File: config.mk
export PLATFORM = sky130hd
export DESIGN_NAME = tpc_post
export DESIGN_NICKNAME = d
export VERILOG_FILES = /design/src/design/tpc_pkg.sv /design/src/design/tpc_post.sv
export SDC_FILE = /design/constraint.sdc
export NUM_CORES = 2
export LEC_CHECK = 0
export ABC_CLOCK_PERIOD_IN_PS = 26500
export BUFFER_PORTS_ARGS = -buffer_cell sky130_fd_sc_hd__buf_2
export CAP_MARGIN = 20
export CORE_MARGIN = 1
export CORE_UTILIZATION = 55
export DETAILED_ROUTE_END_ITERATION = 8
export GPL_ROUTABILITY_DRIVEN = 1
export GPL_TIMING_DRIVEN = 0
export PLACE_DENSITY_LB_ADDON = 0.08
export SYNTH_ARGS = -nofsm -noshare
export SYNTH_HDL_FRONTEND = slang
export SYNTH_SLANG_ARGS = --single-unit
File: constraint.sdc
create_clock -name clk -period 26.5 [get_ports clk]
set_input_delay 2.65 -clock clk [delete_from_list [all_inputs] [get_ports clk]]
set_output_delay 2.65 -clock clk [all_outputs]
set_load 0.01 [all_outputs]
File: src/design/tpc_pkg.sv
// Package for the temperature/pressure compensation block.
// Holds the coefficient, inter-module word types and fixed-point helpers.
// No dependencies.
package tpc_pkg;

  localparam int unsigned NumRegs  = 4;
  localparam int unsigned RegWidth = 48;
  localparam int unsigned DivSteps = 32;

  typedef struct packed {
    logic [15:0] t1;
    logic [15:0] t2;
    logic [15:0] t3;
    logic [15:0] p1;
    logic [15:0] p2;
    logic [15:0] p3;
    logic [15:0] p4;
    logic [15:0] p5;
    logic [15:0] p6;
    logic [15:0] p7;
    logic [15:0] p8;
    logic [15:0] p9;
  } tpc_coef_t;

  // word handed from the front datapath to the divider
  typedef struct packed {
    logic [31:0] temp;
    logic [31:0] dividend;
    logic [31:0] divisor;
    logic        dbl;
    logic        zero;
  } tpc_mid_t;

  // word handed from the divider to the back end
  typedef struct packed {
    logic [31:0] temp;
    logic [31:0] quot;
    logic        dbl;
    logic        zero;
  } tpc_quo_t;

  typedef struct packed {
    logic [31:0] temp;
    logic [31:0] pres;
    logic        zero;
  } tpc_res_t;

  // signed divide by 2^k, truncating toward zero, 32-bit two's complement
  function automatic logic [31:0] sdiv2(input logic [31:0] x, input int unsigned k);
    logic [31:0] bias;
    logic [31:0] s;
    bias = x[31] ? ((32'd1 << k) - 32'd1) : 32'd0;
    s = x + bias;
    return 32'($signed(s) >>> k);
  endfunction

  function automatic logic [31:0] sext16(input logic [15:0] v);
    return {{16{v[15]}}, v};
  endfunction

  function automatic logic [31:0] zext16(input logic [15:0] v);
    return {16'd0, v};
  endfunction

endpackage

File: src/design/tpc_post.sv
// Back end: pressure correction terms after the divide, three register
// stages ending in the output register. Depends on tpc_pkg.
module tpc_post (
  input  logic               clk,
  input  logic               rst_n,
  input  logic               en,
  input  logic               quo_valid,
  input  tpc_pkg::tpc_quo_t  quo,
  input  tpc_pkg::tpc_coef_t coef,
  output logic               res_valid,
  output tpc_pkg::tpc_res_t  res
);
  import tpc_pkg::*;

  logic [3:1]  v_r;
  logic [31:0] p1_r, p2_r;
  logic [31:0] sq_r, mb_r;
  logic [31:0] am_r, bb_r;
  logic [31:0] temp1_r, temp2_r;
  logic        zero1_r, zero2_r;
  tpc_res_t    res_r;
  logic [31:0] pq;

  assign pq = quo.dbl ? (quo.quot << 1) : quo.quot;

  always_ff @(posedge clk) begin
    if (!rst_n) begin
      v_r <= '0;
    end else if (en) begin
      v_r <= {v_r[2:1], quo_valid};
    end
  end

  always_ff @(posedge clk) begin
    if (en) begin
      p1_r    <= pq;
      sq_r    <= (pq >> 3) * (pq >> 3);
      mb_r    <= (pq >> 2) * sext16(coef.p8);
      temp1_r <= quo.temp;
      zero1_r <= quo.zero;

      p2_r    <= p1_r;
      am_r    <= sext16(coef.p9) * {13'd0, sq_r[31:13]};
      bb_r    <= sdiv2(mb_r, 13);
      temp2_r <= temp1_r;
      zero2_r <= zero1_r;

      res_r.temp <= temp2_r;
      res_r.zero <= zero2_r;
      res_r.pres <= zero2_r ? 32'd0
                  : p2_r + sdiv2(sdiv2(am_r, 12) + bb_r + sext16(coef.p7), 4);
    end
  end

  assign res_valid = v_r[3];
  assign res       = res_r;

endmodule

=== Word-level counts from Yosys, hierarchy flattened ===
Index checks and enable logic that the tools add are counted.

* Flip-flop bits (word level): 313
* Input port bits: 262

* Add/subtract/negate cells: 6
* Multipliers: 3
* Mux-type cells: 4

{| class="wikitable"
|+ Operators with widths
! cell !! count
|-
| $add 32x12->32 || 1
|-
| $add 32x13->32 || 1
|-
| $add 32x32->32 || 1
|-
| $mul 16x20->32 || 1
|-
| $mul 29x29->32 || 1
|-
| $mul 31x16->32 || 1
|-
| $mux 32 || 1
|-
| $add 22x5->23 || 1
|-
| $add 21x16->22 || 1
|-
| $add 20x19->21 || 1
|-
| $mux 13 || 1
|-
| $mux 12 || 1
|-
| $mux 4 || 1
|}

=== Longest topological paths before layout ===
* Word-level depth: 7
* Mapped depth: 38
* Depth with buffers taken out: 38

=== Worst setup path after synthesis ===
No wires, ideal clock.

* Path type: input port to flip-flop
* From: input quo[1] (netlist name)
* To: register sq_r[27] (data pin)
* Arrival time: 10.914 ns
* Path slack: 15.329 ns
* Stages: 30
* Path buffers: 5
* Cell sequence: clkbuf_1 > buf_2 > buf_2 > buf_1 > mux2i_1 > inv_1 > clkbuf_1 > nand2_1 > fa_1 > inv_1 > fa_1 > fa_1 > fa_1 > inv_1 > fa_1 > inv_1 > fa_1 > fa_1 > fa_1 > ha_1 > and2_1 > o311a_1 > nor2b_1 > o21a_1 > o31a_1 > o21a_1 > o31a_1 > a31o_2 > a21oi_1 > xnor2_1

* Cells in the longest elaborated chain, start to end: 2

{| class="wikitable"
|+ RTL lines
! element !! line !! text
|-
| start, declared || tpc_post.sv:8 || <nowiki>input tpc_pkg::tpc_quo_t quo,</nowiki>
|-
| $mux 32 || tpc_post.sv:24 || <nowiki>assign pq = quo.dbl ? (quo.quot << 1) : quo.quot;</nowiki>
|-
| net pq[7] || tpc_post.sv:22 || <nowiki>logic [31:0] pq;</nowiki>
|-
| $mul 29x29->32 || tpc_post.sv:37 || <nowiki>sq_r <= (pq >> 3) * (pq >> 3);</nowiki>
|-
| end signal, assigned || tpc_post.sv:37 ||
|-
| end, declared || tpc_post.sv:17 || <nowiki>logic [31:0] sq_r, mb_r;</nowiki>
|}

The timed path passes the listed nets, and every way through them passes these cells.
A chain may end at the register's enable or synchronous reset.

=== Worst setup path in the final report ===
* From: input quo[1] (netlist name)
* To: register sq_r[31] (data pin)

The elaborated chain is that of the path after synthesis.

==> flow_summary_export.csv <==
group,metric,value,unit
outcome,status,"completed",
drt,drcViolationCount,0,
timing,worst_slew_pin_slew,1.18,ns
global_route,top_usage_layer,"met2",
finish,drive_gt1_share,5.61,%
clocking,clk_path_buf_depth,3,
hold_path,hp-class,"flip-flop to flip-flop",
critical_path,crit-reg2reg-launch,"am_r[31]$_DFFE_PP_",
die,die_y,297,µm
global_route,grt_pass1_wl,202,mm
yosys,synth_cell_type_count,87,
clocking,cts_resized,0,
yosys,synth_edf_count,297,
timing,rsz0062_at_grt,"false",
critical_path,arrival,13.49,ns
clocking,clockRootBuffer,"clkbuf_16",
critical_path,crit_required,26.83,ns
global_route,grt_max_degree,124,
timing,clock.fmax,0.0760,GHz
critical_path,r2r-end,"res[32]$_SDFFCE_PP0P_",
critical_path,worst_setup_path_end_kind,"flip-flop",
place,portBuffers,167,
drt,vias,33472,
global_route,use_met2,51.2,%
finish,layout_commonest_cell,"inv_1",
critical_path,cpMaxStageDelayCell,"buf_1",
die,initial_utilization,55.8,%
place,placed_area,50100,µm²
critical_path,crit_path_frequent_cell,"fa_1",
critical_path,reg2regPathDepth,36,
place,place_inst,6102,
timing,finalSetupViolations,0,
critical_path,crit_path_start_kind,"primary input",
timing,fin_skew,0.0189,ns
critical_path,endpoint,"sq_r[31]$_DFFE_PP_",
global_route,antenna_found_initial,6,
clocking,clk_latency,0.56,ns
global_route,grt_pass1_vias,35131,
clocking,htreeDepth,2,
place,gp_congestion,0.977,
clocking,hold_buffers,0,
yosys,synth_warnings,0,
timing,fin_crit,13.17,ns
timing,setup_slack,13.33,ns
finish,synthToLayoutAreaGrowth,7.78,%
place,hpwlAfterDp,107,mm
timing,slew_viol_final,0,
finish,fin_area,51400,µm²
yosys,async_flop_share,0,%
critical_path,cpPeakStageDelay,0.83,ns
timing,relSlewSlack,19.2,%
drt,vias_per_cell,5.42,
yosys,syn-instance-count,4779,
die,coreArea,85500,µm²
yosys,synth.cell_area,47700,µm²
die,die_area,87900,µm²
place,pre_cts_ws,12.26,ns
clocking,path_clk_slew,0.06,ns
critical_path,cp_max_fo,10,
finish,fin_cells,6172,
critical_path,reg2reg_slack,16.43,ns
timing,hold_viol,0,
drt,drt-wirelength-per-cell,21.3,µm
critical_path,critPathLaunch,"quo[1]",
yosys,dominantRegCellSynth,"edfxtp_1",
clocking,cts_setup_buffers,0,
clocking,cts_tree,"built",
drt,ant_nets,0,
drt,drt_first_pass_iters,6,
global_route,use_met1,40.7,%
die,io_pins,328,
clocking,cts-buffers-inserted,36,
yosys,postSynthAreaPerCell,9.98,µm²
critical_path,critPathKind,"primary input to flip-flop",
global_route,use_met3,5.46,%
run,cap_violations,0,
timing,fin_crit_sh,49.7,%
yosys,seq_area_frac_synth,18.8,%
die,fp.dieW,297,µm
drt,drt-initial-drc-count,2385,
die,row_count,107,
global_route,track_usage,31.1,%
yosys,synth_seq_cells,300,
global_route,overflow,0,
clocking,cts.sinks,300,
finish,num-nets-final,6580,
drt,totalWireLength,131,mm
timing,setup_tns,0,ns
yosys,syn-num-nets,6357,
finish,layout.cells.most_common_list,"inv_1 (1110), fa_1 (930), nand2_1 (614)",
-- area by class of cell --
type                       count  area [µm²]
clock inverter                23         274
tap                         1144        1430
antenna                        1        2.50
timing repair buffer         185        1060
fill                        7404       34100
inverter                    1120        4200
multi-input combinational   3200       33900
sequential                   300        8980
clock buffer                  40         937
buffer                       159         601
-- through the flow --
| stage | hold WS (ns) | utilization (%) |
|---|---|---|
| 2_1_floorplan | 0.400 | - |
| 3_3_place_gp | 0.400 | 58.4 |
| 3_5_place_dp | 0.405 | 58.6 |
| 4_1_cts | 0.397 | 60.0 |
| 5_1_grt | 0.400 | 60.1 |
| 6_report | 0.399 | 60.1 |
-- how the worst min path moves through the flow --
| stage | startpoint | to | slack, ns | depth (start not counted) |
|---|---|---|---|---|
| 2_1_floorplan | p1_r[0]$_SDFFCE_PP0P_ | p2_r[0]$_DFFE_PP_ | 0.40 | 0 |
| 3_3_place_gp | temp1_r[14]$_DFFE_PP_ | temp2_r[14]$_DFFE_PP_ | 0.40 | 0 |
| 3_5_place_dp | p1_r[25]$_DFFE_PP_ | p2_r[25]$_DFFE_PP_ | 0.40 | 0 |
| 4_1_cts | p1_r[18]$_DFFE_PP_ | p2_r[18]$_DFFE_PP_ | 0.40 | 0 |
| 5_1_grt | p1_r[18]$_DFFE_PP_ | p2_r[18]$_DFFE_PP_ | 0.40 | 0 |
| 6_report | p1_r[18]$_DFFE_PP_ | p2_r[18]$_DFFE_PP_ | 0.40 | 0 |
-- sequential cells by signal, indices dropped and copies added, names as in the netlist --
signal / count
am_r: 32
bb_r: 19
mb_r: 32
p1_r: 32
p2_r: 32
res: 65
sq_r: 19
temp1_r: 32
temp2_r: 32
v_r: 3
zero1_r: 1
zero2_r: 1
-- per-layer routing --
metal	share of wire [%]	up-vias
met1	40	16768
met4	5.0	4
met3	8.2	352
li1	-	14958
met5	0.020	-
met2	47	1390
-- Yosys cell counts (12+ instances only) --
cell	number	area, µm²
nor2b_1	30	188
edfxtp_1	297	8920
o21a_1	29	218
nand2b_1	38	238
xnor2_1	139	1220
nand3_1	22	110
fa_1	930	18600
o21ai_0	48	240
and2_1	249	1560
or3_1	14	87.6
nor3_1	29	145
o21ai_1	16	80.1
inv_1	1110	4170
and3_1	12	75.1
ha_1	386	4830
xor2_1	65	569
a211oi_1	19	143
o21bai_1	17	128
a21oi_1	92	460
nand2_1	614	2300
nor2_1	243	912
clkbuf_1	149	559
a21o_1	39	293
mux2i_1	33	330
-- critical path, delay by kind of cell --
family | cells | cell delay, ns
buffers and inverters | 12 | 4.10
adder cells (fa/ha/maj) | 9 | 3.80
AO/OA/AOI/OAI | 7 | 1.43
AND/OR/NAND/NOR | 4 | 0.73
multiplexers | 1 | 0.40
XOR/XNOR | 1 | 0.33
-- cells by family (layout without fill, tap and decap cells) --
| family | after synthesis | after routing | share of synthesized area [%] |
|---|---|---|---|
| simple gates | 1306 | 1306 | 12.7 |
| compound gates | 336 | 336 | 4.69 |
| flops | 300 | 300 | 18.8 |
| buf+inv | 1279 | 1527 | 10.1 |
| xor+xnor | 204 | 204 | 3.74 |
| mux | 38 | 38 | 0.810 |
| other cells | 0 | 1 | 0 |
| fa+ha+maj | 1316 | 1316 | 49.1 |
Power is not shown: default switching activity piles up to over one toggle a cycle in this logic, so the estimate is an artifact.
